File: src/hdl/eppb_pkg.sv
package eppb_pkg;

    localparam logic [7:0] SYNC_BYTE       = 8'hAA;
    localparam logic [7:0] MAX_LEN         = 8'd170;
    localparam logic [7:0] EXCODE_BYTE     = 8'h55;
    localparam logic [7:0] CODE_QUALITY    = 8'h02;
    localparam logic [7:0] CODE_ATTENTION  = 8'h04;
    localparam logic [7:0] CODE_MEDITATION = 8'h05;
    localparam logic [7:0] CODE_EXTENDED   = 8'h80;
    localparam logic [7:0] QUALITY_DEFAULT = 8'd200;
    localparam logic [7:0] BAR_MAX_LEVEL   = 8'd100;

    localparam logic [1:0] ST_OK    = 2'd0;
    localparam logic [1:0] ST_CSUM  = 2'd1;
    localparam logic [1:0] ST_LEN   = 2'd2;

    // bit positions in the seen flags
    localparam int FLAG_ATT  = 0;
    localparam int FLAG_MED  = 1;
    localparam int FLAG_QUAL = 2;

    localparam int OUT_BITS  = 40;

    typedef struct packed {
        logic [1:0] status;
        logic [7:0] attention;
        logic [7:0] meditation;
        logic [7:0] quality;
        logic [2:0] flags;
        logic [7:0] bar_level;
    } evt_t;

    // thermometer pattern for a level of at most 100
    function automatic logic [7:0] bar_for_level(input logic [7:0] lv);
        logic [7:0] pat;
        if (lv <= 8'd20)      pat = 8'h01;
        else if (lv <= 8'd30) pat = 8'h03;
        else if (lv <= 8'd40) pat = 8'h07;
        else if (lv <= 8'd50) pat = 8'h0F;
        else if (lv <= 8'd60) pat = 8'h1F;
        else if (lv <= 8'd70) pat = 8'h3F;
        else if (lv <= 8'd80) pat = 8'h7F;
        else                  pat = 8'hFF;
        return pat;
    endfunction

endpackage

File: src/hdl/eeg_packet_parser_bargraph_unit.sv
// EEG sensor packet parser with LED bargraph.
//
// s_tdata carries one received serial byte per word. The front end hunts two
// 0xAA sync bytes, reads the length, checksums the payload and decodes the
// quality, attention and meditation rows. At the checksum byte, or at a length
// byte above 170, it pushes one packet event into a small queue.
// The back end turns each event into one m_ word and keeps the bar register.
// m_tdata, from bit 0 up: packet_status[1:0], attention_level[9:2],
// meditation_level[17:10], signal_quality[25:18], bar_pattern[33:26],
// attention_seen[34], meditation_seen[35], quality_seen[36], zeros[39:37].
// Throughput: one byte per cycle while s_tready is high. m_tvalid rises once the
// event of the checksum or bad length byte has passed the queue and output register.
// When m_tready is held low the queue fills (EVT_DEPTH events plus the output
// register) and then s_tready drops until a word is taken.
// Reset (aresetn low, synchronous) returns to sync hunting, clears the queue,
// the output valid flag and the bar register.
module eeg_packet_parser_bargraph_unit
    import eppb_pkg::*;
#(
    parameter int EVT_DEPTH = 2
) (
    input  logic                aclk,
    input  logic                aresetn,
    input  logic                s_tvalid,
    output logic                s_tready,
    input  logic [7:0]          s_tdata,   // rx_byte[7:0]
    output logic                m_tvalid,
    input  logic                m_tready,
    output logic [OUT_BITS-1:0] m_tdata    // see field list above
);

    evt_t       push_evt, pop_evt;
    logic       push, pop, full, empty;
    logic [1:0] status;
    logic [7:0] att, med, qual, bar;
    logic [2:0] flags;

    eppb_front u_front (
        .aclk       (aclk),
        .aresetn    (aresetn),
        .byte_valid (s_tvalid),
        .byte_ready (s_tready),
        .byte_data  (s_tdata),
        .evt_full   (full),
        .evt_push   (push),
        .evt_data   (push_evt)
    );

    eppb_fifo #(
        .DEPTH (EVT_DEPTH)
    ) u_fifo (
        .aclk      (aclk),
        .aresetn   (aresetn),
        .push      (push),
        .push_data (push_evt),
        .pop       (pop),
        .pop_data  (pop_evt),
        .full      (full),
        .empty     (empty)
    );

    eppb_back u_back (
        .aclk           (aclk),
        .aresetn        (aresetn),
        .evt_empty      (empty),
        .evt_data       (pop_evt),
        .evt_pop        (pop),
        .out_valid      (m_tvalid),
        .out_ready      (m_tready),
        .out_status     (status),
        .out_attention  (att),
        .out_meditation (med),
        .out_quality    (qual),
        .out_bar        (bar),
        .out_flags      (flags)
    );

    assign m_tdata = {3'b000, flags[FLAG_QUAL], flags[FLAG_MED], flags[FLAG_ATT],
                      bar, qual, med, att, status};

endmodule

File: src/hdl/eppb_front.sv
module eppb_front
    import eppb_pkg::*;
(
    input  logic       aclk,
    input  logic       aresetn,
    input  logic       byte_valid,
    output logic       byte_ready,
    input  logic [7:0] byte_data,
    input  logic       evt_full,
    output logic       evt_push,
    output evt_t       evt_data
);

    localparam logic [2:0] FP_SYNC1   = 3'd0;
    localparam logic [2:0] FP_SYNC2   = 3'd1;
    localparam logic [2:0] FP_LEN     = 3'd2;
    localparam logic [2:0] FP_PAYLOAD = 3'd3;
    localparam logic [2:0] FP_CHECK   = 3'd4;

    localparam logic [1:0] RP_CODE  = 2'd0;
    localparam logic [1:0] RP_VALUE = 2'd1;
    localparam logic [1:0] RP_XLEN  = 2'd2;
    localparam logic [1:0] RP_SKIP  = 2'd3;

    logic [2:0] phase_reg, phase_next;
    logic [7:0] left_reg, left_next;
    logic [7:0] sum_reg, sum_next;
    logic [1:0] rphase_reg, rphase_next;
    logic [7:0] code_reg, code_next;
    logic [7:0] skip_reg, skip_next;
    logic [7:0] att_reg, att_next;
    logic [7:0] med_reg, med_next;
    logic [7:0] qual_reg, qual_next;
    logic [2:0] flags_reg, flags_next;
    logic [7:0] lvl_reg, lvl_next;
    logic       acc;

    assign byte_ready = !evt_full;
    assign acc = byte_valid && byte_ready;

    always_comb begin
        phase_next  = phase_reg;
        left_next   = left_reg;
        sum_next    = sum_reg;
        rphase_next = rphase_reg;
        code_next   = code_reg;
        skip_next   = skip_reg;
        att_next    = att_reg;
        med_next    = med_reg;
        qual_next   = qual_reg;
        flags_next  = flags_reg;
        lvl_next    = lvl_reg;
        evt_push    = 1'b0;
        evt_data.status     = ST_OK;
        evt_data.attention  = att_reg;
        evt_data.meditation = med_reg;
        evt_data.quality    = qual_reg;
        evt_data.flags      = flags_reg;
        evt_data.bar_level  = lvl_reg;
        if (acc) begin
            unique case (phase_reg)
                FP_SYNC2: begin
                    phase_next = (byte_data == SYNC_BYTE) ? FP_LEN : FP_SYNC1;
                end
                FP_LEN: begin
                    if (byte_data == SYNC_BYTE) begin
                        phase_next = FP_LEN;
                    end else if (byte_data > MAX_LEN) begin
                        phase_next      = FP_SYNC1;
                        evt_push        = 1'b1;
                        evt_data.status = ST_LEN;
                    end else begin
                        left_next   = byte_data;
                        sum_next    = '0;
                        rphase_next = RP_CODE;
                        code_next   = '0;
                        skip_next   = '0;
                        att_next    = '0;
                        med_next    = '0;
                        qual_next   = QUALITY_DEFAULT;
                        flags_next  = '0;
                        lvl_next    = '0;
                        phase_next  = (byte_data == 8'd0) ? FP_CHECK : FP_PAYLOAD;
                    end
                end
                FP_PAYLOAD: begin
                    sum_next  = sum_reg + byte_data;
                    left_next = left_reg - 8'd1;
                    if (left_next == 8'd0) begin
                        phase_next = FP_CHECK;
                    end
                    unique case (rphase_reg)
                        RP_VALUE: begin
                            if (code_reg == CODE_QUALITY) begin
                                qual_next            = byte_data;
                                flags_next[FLAG_QUAL] = 1'b1;
                            end else if (code_reg == CODE_ATTENTION) begin
                                att_next             = byte_data;
                                lvl_next             = byte_data;
                                flags_next[FLAG_ATT] = 1'b1;
                            end else if (code_reg == CODE_MEDITATION) begin
                                med_next             = byte_data;
                                lvl_next             = byte_data;
                                flags_next[FLAG_MED] = 1'b1;
                            end
                            rphase_next = RP_CODE;
                        end
                        RP_XLEN: begin
                            skip_next   = byte_data;
                            rphase_next = (byte_data == 8'd0) ? RP_CODE : RP_SKIP;
                        end
                        RP_SKIP: begin
                            skip_next = skip_reg - 8'd1;
                            if (skip_next == 8'd0) begin
                                rphase_next = RP_CODE;
                            end
                        end
                        default: begin
                            code_next = byte_data;
                            if (byte_data == EXCODE_BYTE) begin
                                rphase_next = RP_CODE;
                            end else if (byte_data >= CODE_EXTENDED) begin
                                rphase_next = RP_XLEN;
                            end else begin
                                rphase_next = RP_VALUE;
                            end
                        end
                    endcase
                end
                FP_CHECK: begin
                    phase_next      = FP_SYNC1;
                    evt_push        = 1'b1;
                    evt_data.status = (byte_data != ~sum_reg) ? ST_CSUM : ST_OK;
                end
                default: begin
                    phase_next = (byte_data == SYNC_BYTE) ? FP_SYNC2 : FP_SYNC1;
                end
            endcase
        end
    end

    always_ff @(posedge aclk) begin
        if (!aresetn) begin
            phase_reg  <= FP_SYNC1;
            left_reg   <= '0;
            sum_reg    <= '0;
            rphase_reg <= RP_CODE;
            code_reg   <= '0;
            skip_reg   <= '0;
            att_reg    <= '0;
            med_reg    <= '0;
            qual_reg   <= QUALITY_DEFAULT;
            flags_reg  <= '0;
            lvl_reg    <= '0;
        end else begin
            phase_reg  <= phase_next;
            left_reg   <= left_next;
            sum_reg    <= sum_next;
            rphase_reg <= rphase_next;
            code_reg   <= code_next;
            skip_reg   <= skip_next;
            att_reg    <= att_next;
            med_reg    <= med_next;
            qual_reg   <= qual_next;
            flags_reg  <= flags_next;
            lvl_reg    <= lvl_next;
        end
    end

`ifndef NO_ASSERTIONS
    a_check_returns_to_hunt: assert property (@(posedge aclk) disable iff (!aresetn)
        (acc && phase_reg == FP_CHECK) |=> (phase_reg == FP_SYNC1))
        else $error("frame did not restart after checksum word");

    a_push_only_at_end: assert property (@(posedge aclk) disable iff (!aresetn)
        evt_push |-> (acc && (phase_reg == FP_CHECK || phase_reg == FP_LEN)))
        else $error("event pushed outside checksum or length word");

    a_payload_left_nonzero: assert property (@(posedge aclk) disable iff (!aresetn)
        (phase_reg == FP_PAYLOAD) |-> (left_reg != 8'd0))
        else $error("payload phase with no bytes left");
`endif

endmodule

File: src/hdl/eppb_fifo.sv
module eppb_fifo
    import eppb_pkg::*;
#(
    parameter int DEPTH = 2
) (
    input  logic aclk,
    input  logic aresetn,
    input  logic push,
    input  evt_t push_data,
    input  logic pop,
    output evt_t pop_data,
    output logic full,
    output logic empty
);

    localparam int AW = (DEPTH > 1) ? $clog2(DEPTH) : 1;

    evt_t          mem [DEPTH];
    logic [AW-1:0] wr_reg, rd_reg;
    logic [AW:0]   cnt_reg;
    logic          do_push, do_pop;

    assign full     = (cnt_reg == (AW+1)'(DEPTH));
    assign empty    = (cnt_reg == '0);
    assign do_push  = push && !full;
    assign do_pop   = pop && !empty;
    assign pop_data = mem[rd_reg];

    always_ff @(posedge aclk) begin
        if (do_push) begin
            mem[wr_reg] <= push_data;
        end
    end

    always_ff @(posedge aclk) begin
        if (!aresetn) begin
            wr_reg  <= '0;
            rd_reg  <= '0;
            cnt_reg <= '0;
        end else begin
            if (do_push) begin
                wr_reg <= (wr_reg == AW'(DEPTH - 1)) ? '0 : wr_reg + AW'(1);
            end
            if (do_pop) begin
                rd_reg <= (rd_reg == AW'(DEPTH - 1)) ? '0 : rd_reg + AW'(1);
            end
            cnt_reg <= cnt_reg + (AW+1)'(do_push) - (AW+1)'(do_pop);
        end
    end

`ifndef NO_ASSERTIONS
    a_count_bound: assert property (@(posedge aclk) disable iff (!aresetn)
        cnt_reg <= (AW+1)'(DEPTH))
        else $error("queue count above depth");

    a_no_drop: assert property (@(posedge aclk) disable iff (!aresetn)
        push |-> !full)
        else $error("word pushed into full queue");

    a_count_grows: assert property (@(posedge aclk) disable iff (!aresetn)
        (do_push && !do_pop) |=> (cnt_reg == $past(cnt_reg) + (AW+1)'(1)))
        else $error("queue count did not follow push");
`endif

endmodule

File: src/hdl/eppb_back.sv
module eppb_back
    import eppb_pkg::*;
(
    input  logic       aclk,
    input  logic       aresetn,
    input  logic       evt_empty,
    input  evt_t       evt_data,
    output logic       evt_pop,
    output logic       out_valid,
    input  logic       out_ready,
    output logic [1:0] out_status,
    output logic [7:0] out_attention,
    output logic [7:0] out_meditation,
    output logic [7:0] out_quality,
    output logic [7:0] out_bar,
    output logic [2:0] out_flags
);

    logic       valid_reg;
    logic [7:0] bar_reg, bar_next;
    logic [1:0] status_reg;
    logic [7:0] att_reg, med_reg, qual_reg;
    logic [2:0] flags_reg;
    logic       good;

    assign evt_pop = !evt_empty && (!valid_reg || out_ready);
    assign good    = (evt_data.status == ST_OK);

    always_comb begin
        bar_next = bar_reg;
        if (good && (evt_data.flags[FLAG_ATT] || evt_data.flags[FLAG_MED])
            && evt_data.bar_level <= BAR_MAX_LEVEL) begin
            bar_next = bar_for_level(evt_data.bar_level);
        end
    end

    always_ff @(posedge aclk) begin
        if (!aresetn) begin
            valid_reg <= 1'b0;
            bar_reg   <= '0;
        end else begin
            if (evt_pop) begin
                valid_reg <= 1'b1;
                bar_reg   <= bar_next;
            end else if (out_ready) begin
                valid_reg <= 1'b0;
            end
        end
    end

    // error words show zeros and the unchanged bar
    always_ff @(posedge aclk) begin
        if (evt_pop) begin
            status_reg <= evt_data.status;
            att_reg    <= good ? evt_data.attention  : 8'd0;
            med_reg    <= good ? evt_data.meditation : 8'd0;
            qual_reg   <= good ? evt_data.quality    : 8'd0;
            flags_reg  <= good ? evt_data.flags      : 3'd0;
        end
    end

    assign out_valid      = valid_reg;
    assign out_status     = status_reg;
    assign out_attention  = att_reg;
    assign out_meditation = med_reg;
    assign out_quality    = qual_reg;
    assign out_bar        = bar_reg;
    assign out_flags      = flags_reg;

`ifndef NO_ASSERTIONS
    a_error_fields_zero: assert property (@(posedge aclk) disable iff (!aresetn)
        (valid_reg && status_reg != ST_OK) |->
            (att_reg == 8'd0 && med_reg == 8'd0 && qual_reg == 8'd0 && flags_reg == 3'd0))
        else $error("error word carries level fields");

    a_bar_only_on_pop: assert property (@(posedge aclk) disable iff (!aresetn)
        !$past(evt_pop) |-> $stable(bar_reg))
        else $error("bar changed without a word");

    a_status_code: assert property (@(posedge aclk) disable iff (!aresetn)
        valid_reg |-> (status_reg == ST_OK || status_reg == ST_CSUM || status_reg == ST_LEN))
        else $error("bad status on output");
`endif

endmodule
File: config.mk
export PLATFORM = sky130hd
export DESIGN_NAME = eeg_packet_parser_bargraph_unit
export DESIGN_NICKNAME = d
export VERILOG_FILES = /design/src/hdl/eppb_pkg.sv /design/src/hdl/eeg_packet_parser_bargraph_unit.sv /design/src/hdl/eppb_front.sv /design/src/hdl/eppb_fifo.sv /design/src/hdl/eppb_back.sv
export SDC_FILE = /design/constraint.sdc
export NUM_CORES = 1
export LEC_CHECK = 0
export BUFFER_PORTS_ARGS = -buffer_cell sky130_fd_sc_hd__buf_2
export CAP_MARGIN = 20
export CORE_MARGIN = 5
export CORE_UTILIZATION = 54
export CTS_CLUSTER_DIAMETER = 40
export CTS_CLUSTER_SIZE = 25
export DETAILED_ROUTE_END_ITERATION = 7
export HOLD_SLACK_MARGIN = 0.02
export MAX_ROUTING_LAYER = met4
export PLACE_DENSITY = 0.86
export SLEW_MARGIN = 0
export SYNTH_ARGS = -nofsm -noshare
export SYNTH_HDL_FRONTEND = slang
export SYNTH_HIERARCHICAL = 1
export SYNTH_SLANG_ARGS = --single-unit
File: constraint.sdc
create_clock -name aclk -period 3.7 [get_ports aclk]
set_input_delay 0.555 -clock aclk [delete_from_list [all_inputs] [get_ports aclk]]
set_output_delay 0.555 -clock aclk [all_outputs]
set_load 0.005 [all_outputs]
==> out/summary.txt, run 1 <==
Mapped Area = 0.008509 mm²
most common cell in the synthesized netlist = edfxtp_1
Global Route Usage Sum = 0.1963
Final ANT Viol Nets = 0
number of flip-flops under the largest register name = 74
vias per std cell = 5.687
n_diodes = 0
power density cells = 430.4 mW/mm²
crit-path max FO = 16
synthesized area per cell = 12.02 µm²
DIE AREA = 0.01837 mm²
Finished Layout Cells = 972
DRT iter0 DRCs = 571
largest net degree at the start of global routing = 39
Synth Flop Type = edfxtp_1
CTS Buffer Depth = 2
crit path launch type = primary input
Max H-tree Level = 4
Synth top cells by count = 103 x edfxtp_1, 86 x dfxtp_1, 70 x nand2_1, 43 x nor2_1, 37 x and2_1
vias = 5,528
grt ovf = 0
Setup TNS Final = 0 ns
status = finished, final reports clean
Finished Core Util = 0.6139
critical path type = in -> reg
Post-DP HPWL = 11,210 µm
routed wire length = 16,710 µm
DRC = 0
# clock sinks = 189
share of layout cells above drive strength 1 = 0.2089
CP endpoint kind = flip-flop
# setup viols final = 0
hold_sp = u_back/out_bar[5]
CTS root buffer = clkbuf_16
vias in the first global route = 5,262
crit path DAT = 2.87 ns
Finished Cell Area = 0.009402 mm²
antenna violations before repair = 0
Area Growth Syn to Fin = 10.48%
Worst-Skew Late Latency = 0.43 ns
first-pass GRT wire length = 27,650 µm
fmax = 395.7 MHz
Register-to-Register Path Depth = 7
maximum vdd drop = 0.0003254 V
DR pass1 iterations = 5
critical path data required time = 4.05 ns
asr flop ratio synth = 0
slew margin rel. = 0.3291
drt wl/cell = 17.19 µm
area post-placement = 0.008828 mm²
Boundary Pins = 54
number of library cell types mapped by synthesis = 83
Least-Margin Pin Slew = 1.004 ns
capturing point of the worst reg2reg path = u_front/lvl_reg[7]
Worst Hold Class = reg -> reg
row cnt = 45
PostCTS Resize Cnt = 0
postcts setup bufs = 0
Ys Warns = 6
Worst Skew = 0.01383 ns
post-synth top area cell = edfxtp_1
final hold violations = 0
Max-Cap Viols = 0
Nets = 774
IO buf count = 50
placed cell count = 940
initial core utilization = 0.5556
Yosys reg bits = 189
hold depth = 2
Die H = 135.5 µm
Syn Inst Count = 708
hold endpoint = u_back/out_bar[5]
FF-to-FF Start = u_fifo/cnt_reg[0]
Post-synth EDFFs = 103
core area = 0.01531 mm²
register area share after synthesis = 0.5658
Largest Register = u_fifo/mem
Final GP Congestion = 0.8501
Period minus WS final = 2.527 ns
Synth area leaders = edfxtp_1 36%, dfxtp_1 20%, mux2_4 5.3%
final-report max-slew violation count = 0
Static Leakage = 0.003533 µW
post-synth top area share = 0.3635
Final period util = 0.6830
flop2flop setup slack = 1.20 ns
hold_buf cts = 0
Fillers = 1,213
DIE WIDTH = 135.5 µm
TritonCTS buffer count = 17
unrepaired setup endpoints after global routing = no
Clk pin slew, worst setup/hold paths = 0.07 ns
TritonCTS clock tree = yes
placed cells by master (no fill, tap or decap), types with 4 or more instances in the layout:
cell type,synthesis,layout
edfxtp_1,103,103
dfxtp_1,86,85
nand2_1,70,70
buf_2,13,50
nor2_1,43,41
and2_1,37,37
mux2i_1,30,30
mux2_4,30,30
a21oi_1,27,27
inv_1,21,21
clkbuf_16,0,17
nand3_1,15,15
nor3_1,15,15
a22o_1,14,14
ha_1,13,13
buf_4,7,10
xnor2_1,9,9
o21ai_0,8,8
a22oi_1,8,8
a21o_1,8,8
mux2_2,7,7
o31ai_1,7,7
o21ai_1,7,7
inv_6,0,6
o21a_1,6,6
and3_1,6,6
nor2_2,3,5
xor2_1,5,5
nor4_1,4,4
o211ai_1,4,4
a211oi_1,4,4
nor3b_1,4,4
worst max-delay path, cell delays in order:
cell      delay, ns
buf_2          0.20
and4_1         0.23
and3_1         0.20
a211oi_1       0.29
a21oi_1        0.14
nor3_1         0.19
nand2_1        0.14
ha_1           0.30
inv_1          0.03
ha_1           0.17
xor2_1         0.15
and2_1         0.15
nor3_1         0.12
stage by stage:
step / setup slack [ns] / total power [µW] / hold WS [ns]
after floorplan: 0.05585 / 2300 / 0.4254
after global placement: 0.8574 / 2323 / 0.4297
after detailed placement: 0.7631 / 2326 / 0.4400
after CTS: 1.223 / 4074 / 0.4569
after global routing: 0.9801 / 4192 / 0.4752
final: 1.173 / 4046 / 0.4572
logic make-up (layout without fill, tap and decap cells):
kind of cell | Yosys count | in the layout | synth area share
AND/OR/NAND/NOR | 228 | 228 | 0.1388
multiplexers | 67 | 67 | 0.09749
flip-flops | 189 | 189 | 0.5658
adder cells (fa/ha/maj) | 14 | 14 | 0.02147
XOR/XNOR | 14 | 14 | 0.01441
buffers and inverters | 63 | 114 | 0.04308
other | 1 | 3 | 0.0004407
AO/OA/AOI/OAI | 132 | 132 | 0.1185
routing by layer:
| layer | vias up | wire, µm | track usage |
|---|---|---|---|
| met5 | - | 0 | - |
| met4 | 0 | 207 | 0.07055 |
| met3 | 23 | 1029 | 0.03380 |
| met2 | 193 | 8116 | 0.3100 |
| met1 | 2649 | 7358 | 0.2572 |
| li1 | 2663 | - | - |
where the power goes:
group / leakage (µW) / switching (µW) / internal (µW)
Sequential: 0.00161 / 2.30 / 2190
Combinational: 0.00165 / 64.2 / 25.2
Clock: 0.000275 / 816 / 950
Total: 0.00353 / 883 / 3160
worst max-delay path by stage:
stage	startpoint	to	slack, ns	cells after the start
after floorplan	s_tdata[1]	u_fifo/mem[0][0]	0.06	8
after global placement	s_tdata[7]	u_fifo/cnt_reg[1]	0.86	13
after detailed placement	s_tdata[7]	u_fifo/cnt_reg[1]	0.76	13
after CTS	s_tdata[7]	u_fifo/cnt_reg[1]	1.22	13
after global routing	s_tdata[7]	u_fifo/cnt_reg[1]	0.98	13
final	s_tdata[7]	u_fifo/cnt_reg[1]	1.17	13
layout make-up:
class                      instances  area, µm²  share of cell area
inverter                          22      82.58            0.008784
sequential                       189       4816              0.5122
timing repair buffer              60      325.3             0.03460
clock buffer                      17      425.4             0.04525
tap                              211      264.0             0.02808
clock inverter                    15      147.6             0.01570
multi-input combinational        458       3341              0.3553
Power figures use the tool's default switching activity.
==> inputs of run 2 (changes only) <==
--- a/config.mk
+++ b/config.mk
@@ -5,6 +5,7 @@
 export SDC_FILE = /design/constraint.sdc
 export NUM_CORES = 1
 export LEC_CHECK = 0
+export ABC_AREA = 1
 export BUFFER_PORTS_ARGS = -buffer_cell sky130_fd_sc_hd__buf_2
 export CAP_MARGIN = 20
 export CORE_MARGIN = 5
==> constraint.sdc (replaced) <==
create_clock -name aclk -period 2.3 [get_ports aclk]
set_input_delay 0.345 -clock aclk [delete_from_list [all_inputs] [get_ports aclk]]
set_output_delay 0.345 -clock aclk [all_outputs]
set_load 0.005 [all_outputs]
==> out/summary.txt, run 2 <==
Worst-Skew Late Latency = 0.43 ns (about the same)
post-synth top area share = 0.3521 (was 0.3635)
CTS root buffer = clkbuf_16 (unchanged)
status = finished, final reports clean (unchanged)
Mapped Area = 0.008785 mm² (was 0.008509 mm²)
final hold violations = 0 (unchanged)
crit-path max FO = 5 (was 16)
drt wl/cell = 14.41 µm (was 17.19 µm)
vias = 6,630 (was 5,528)
postcts setup bufs = 0 (unchanged)
Least-Margin Pin Slew = 0.7495 ns (was 1.004 ns)
crit path launch type = flip-flop (was primary input)
Ys Warns = 6 (unchanged)
first-pass GRT wire length = 30,570 µm (was 27,650 µm)
largest net degree at the start of global routing = 38 (was 39)
CP startpoint = u_front/phase_reg[2] (was s_tdata[7])
DIE AREA = 0.01892 mm² (was 0.01837 mm²)
hold_buf cts = 0 (unchanged)
n_diodes = 0 (unchanged)
Final GP Congestion = 0.9126 (was 0.8501)
number of flip-flops under the largest register name = 74 (unchanged)
Finished Core Util = 0.6249 (was 0.6139)
routed wire length = 18,430 µm (was 16,710 µm)
# clock sinks = 189 (unchanged)
commonest non-fill, non-tap cell in the layout = nand2_1 (was edfxtp_1)
Synth area leaders = edfxtp_1 35%, dfxtp_1 20%, nand2_1 8.0% (was edfxtp_1 36%, dfxtp_1 20%, mux2_4 5.3%)
Syn Inst Count = 976 (was 708)
grt ovf = 0 (unchanged)
Final period util = 0.9284
critical path data required time = 2.62 ns (was 4.05 ns)
register area share after synthesis = 0.5481 (was 0.5658)
Largest Register = u_fifo/mem (unchanged)
hold_sp = s_tdata[4] (was u_back/out_bar[5])
crit path DAT = 2.46 ns (was 2.87 ns)
Setup TNS Final = 0 ns (unchanged)
area occupied by multi-input gates = 0.003283 mm² (was 0.003341 mm²)
Static Leakage = 0.004302 µW (was 0.003533 µW)
initial core utilization = 0.5510 (was 0.5556)
TritonCTS buffer count = 17 (unchanged)
Synth Flop Type = edfxtp_1 (unchanged)
Worst Skew = 0.007450 ns (was 0.01383 ns)
share of power burned in registers = 0.502 (was 0.541)
fmax = 468.3 MHz
core area = 0.01594 mm² (was 0.01531 mm²)
Max-Cap Viols = 0 (unchanged)
Post-DP HPWL = 12,410 µm (was 11,210 µm)
unrepaired setup endpoints after global routing = no (unchanged)
antenna violations before repair = 0 (unchanged)
clock power share = 0.383 (was 0.437)
met3 wire length = 1154 µm (was 1029 µm)
critical path type = reg -> reg (was in -> reg)
Max H-tree Level = 4 (unchanged)
internal power = 5687 µW (was 3163 µW)
FF-to-FF Start = u_front/phase_reg[2] (was u_fifo/cnt_reg[0])
NetSw = 1931 µW (was 882.7 µW)
PostCTS Resize Cnt = 0 (unchanged)
slew margin rel. = 0.4985 (was 0.3291)
Nets = 1,076 (was 774)
DRC = 0 (unchanged)
# setup viols final = 0 (unchanged)
DR WL met2 = 8949 µm (was 8116 µm)
CP endpoint kind = flip-flop (unchanged)
DIE WIDTH = 137.5 µm (was 135.5 µm)
Sw Ratio = 0.2535 (was 0.2182)
Clk pin slew, worst setup/hold paths = 0.07 ns (about the same)
DRT iter0 DRCs = 690 (was 571)
Post-synth EDFFs = 103 (unchanged)
Boundary Pins = 54 (unchanged)
final-report max-slew violation count = 0 (unchanged)
Global Route Usage Sum = 0.2127 (was 0.1963)
row cnt = 46 (was 45)
Period minus WS final = 2.135 ns
vias in the first global route = 6,348 (was 5,262)
Max Used Layer = met4 (unchanged)
maximum vdd drop = 0.0005652 V (was 0.0003254 V)
Fillers = 1,245 (was 1,213)
power density cells = 764.6 mW/mm² (was 430.4 mW/mm²)
share of layout cells above drive strength 1 = 0.1731 (was 0.2089)
TritonCTS clock tree = yes (unchanged)
vias per std cell = 5.184 (was 5.687)
synthesized area per cell = 9.001 µm² (was 12.02 µm²)
DR pass1 iterations = 5 (unchanged)
Synth top cells by count = 187 x nand2_1, 176 x nor2_1, 124 x inv_1, 103 x edfxtp_1, 86 x dfxtp_1 (was 103 x edfxtp_1, 86 x dfxtp_1, 70 x nand2_1, 43 x nor2_1, 37 x and2_1)
storage element area = 0.004816 mm² (unchanged)
DRT met1 WL = 7958 µm (was 7358 µm)
Area Growth Syn to Fin = 13.42% (was 10.48%)
Logic pwr share = 0.115 (was 0.022)
most frequent cells in the layout = 187 x nand2_1, 174 x nor2_1, 124 x inv_1 (was 103 x edfxtp_1, 85 x dfxtp_1, 70 x nand2_1)
IO buf count = 50 (unchanged)
asr flop ratio synth = 0 (unchanged)
Yosys reg bits = 189 (unchanged)
Final ANT Viol Nets = 0 (unchanged)
Worst Hold Class = in -> reg (was reg -> reg)
Die H = 137.5 µm (was 135.5 µm)
CTS Buffer Depth = 2 (unchanged)
post-synth top area cell = edfxtp_1 (unchanged)
most common cell in the synthesized netlist = nand2_1 (was edfxtp_1)
number of library cell types mapped by synthesis = 41 (was 83)
run 2: cell type report:
cell class | count | area share
clock buffer | 20 | 0.04383
clock inverter | 12 | 0.01545
inverter | 134 | 0.05048
multi-input combinational | 628 | 0.3295
sequential | 189 | 0.4834
tap | 216 | 0.02713
timing repair buffer | 80 | 0.05023
run 2: power groups by stage:
stage | Combinational [µW] | Clock, µW | Sequential, µW
global placement | 834 | 0 | 3890
detailed placement | 856 | 0 | 3900
global route | 993 | 3120 | 3840
CTS | 870 | 2960 | 3820
floorplan | 630 | 0 | 3880
finish | 877 | 2920 | 3820
run 2: per-stage QoR:
stage                     hold WS [ns]  setup slack, ns  total power [µW]  cells  cell area, µm²
after floorplan                 0.4256         0.006598              4512    978            8800
after global placement          0.4304           0.1209              4720   1247            9366
after detailed placement        0.4407          0.04694              4753   1247            9366
after CTS                       0.2071           0.1088              7656   1279            9957
after global routing            0.2141          0.03840              7950   1279            9963
final                           0.2256           0.1647              7618   1279            9963
run 2: per-layer routing:
metal,up-vias,GRT usage
met5,-,-
met4,0,0.06929
met3,28,0.04748
met2,193,0.3468
met1,3106,0.2642
li1,3303,-
run 2: cells by family (layout without fill, tap and decap cells):
group,after synthesis,after routing,share of synthesized area
mux,37,37,0.06025
compound gates,117,117,0.07036
xor+xnor,2,2,0.001994
flops,189,189,0.5481
other cells,1,3,0.0004269
buf+inv,161,246,0.08062
fa+ha+maj,14,14,0.02080
simple gates,455,455,0.2175
run 2: worst max-delay path, stage by stage, from the launching register on:
cell and delay (ns):
dfxtp_1 0.37, nor2_1 0.14, nand2_2 0.09, nor2_2 0.12, nand2_1 0.09, a21oi_2 0.17, nand2_1 0.10, ha_1 0.31
inv_1 0.07, ha_1 0.16, inv_1 0.05, nand2_1 0.09, nand3_1 0.11, nand2_1 0.08, nor2_1 0.04
run 2: final timing paths:
path	to	slack (ns)	cells past startpoint
max	u_fifo/cnt_reg[1]	0.16	14
min	u_front/qual_reg[4]	0.23	3
max reg2reg	u_fifo/cnt_reg[1]	0.16	14
min reg2reg	u_fifo/mem[0][12]	0.46	0
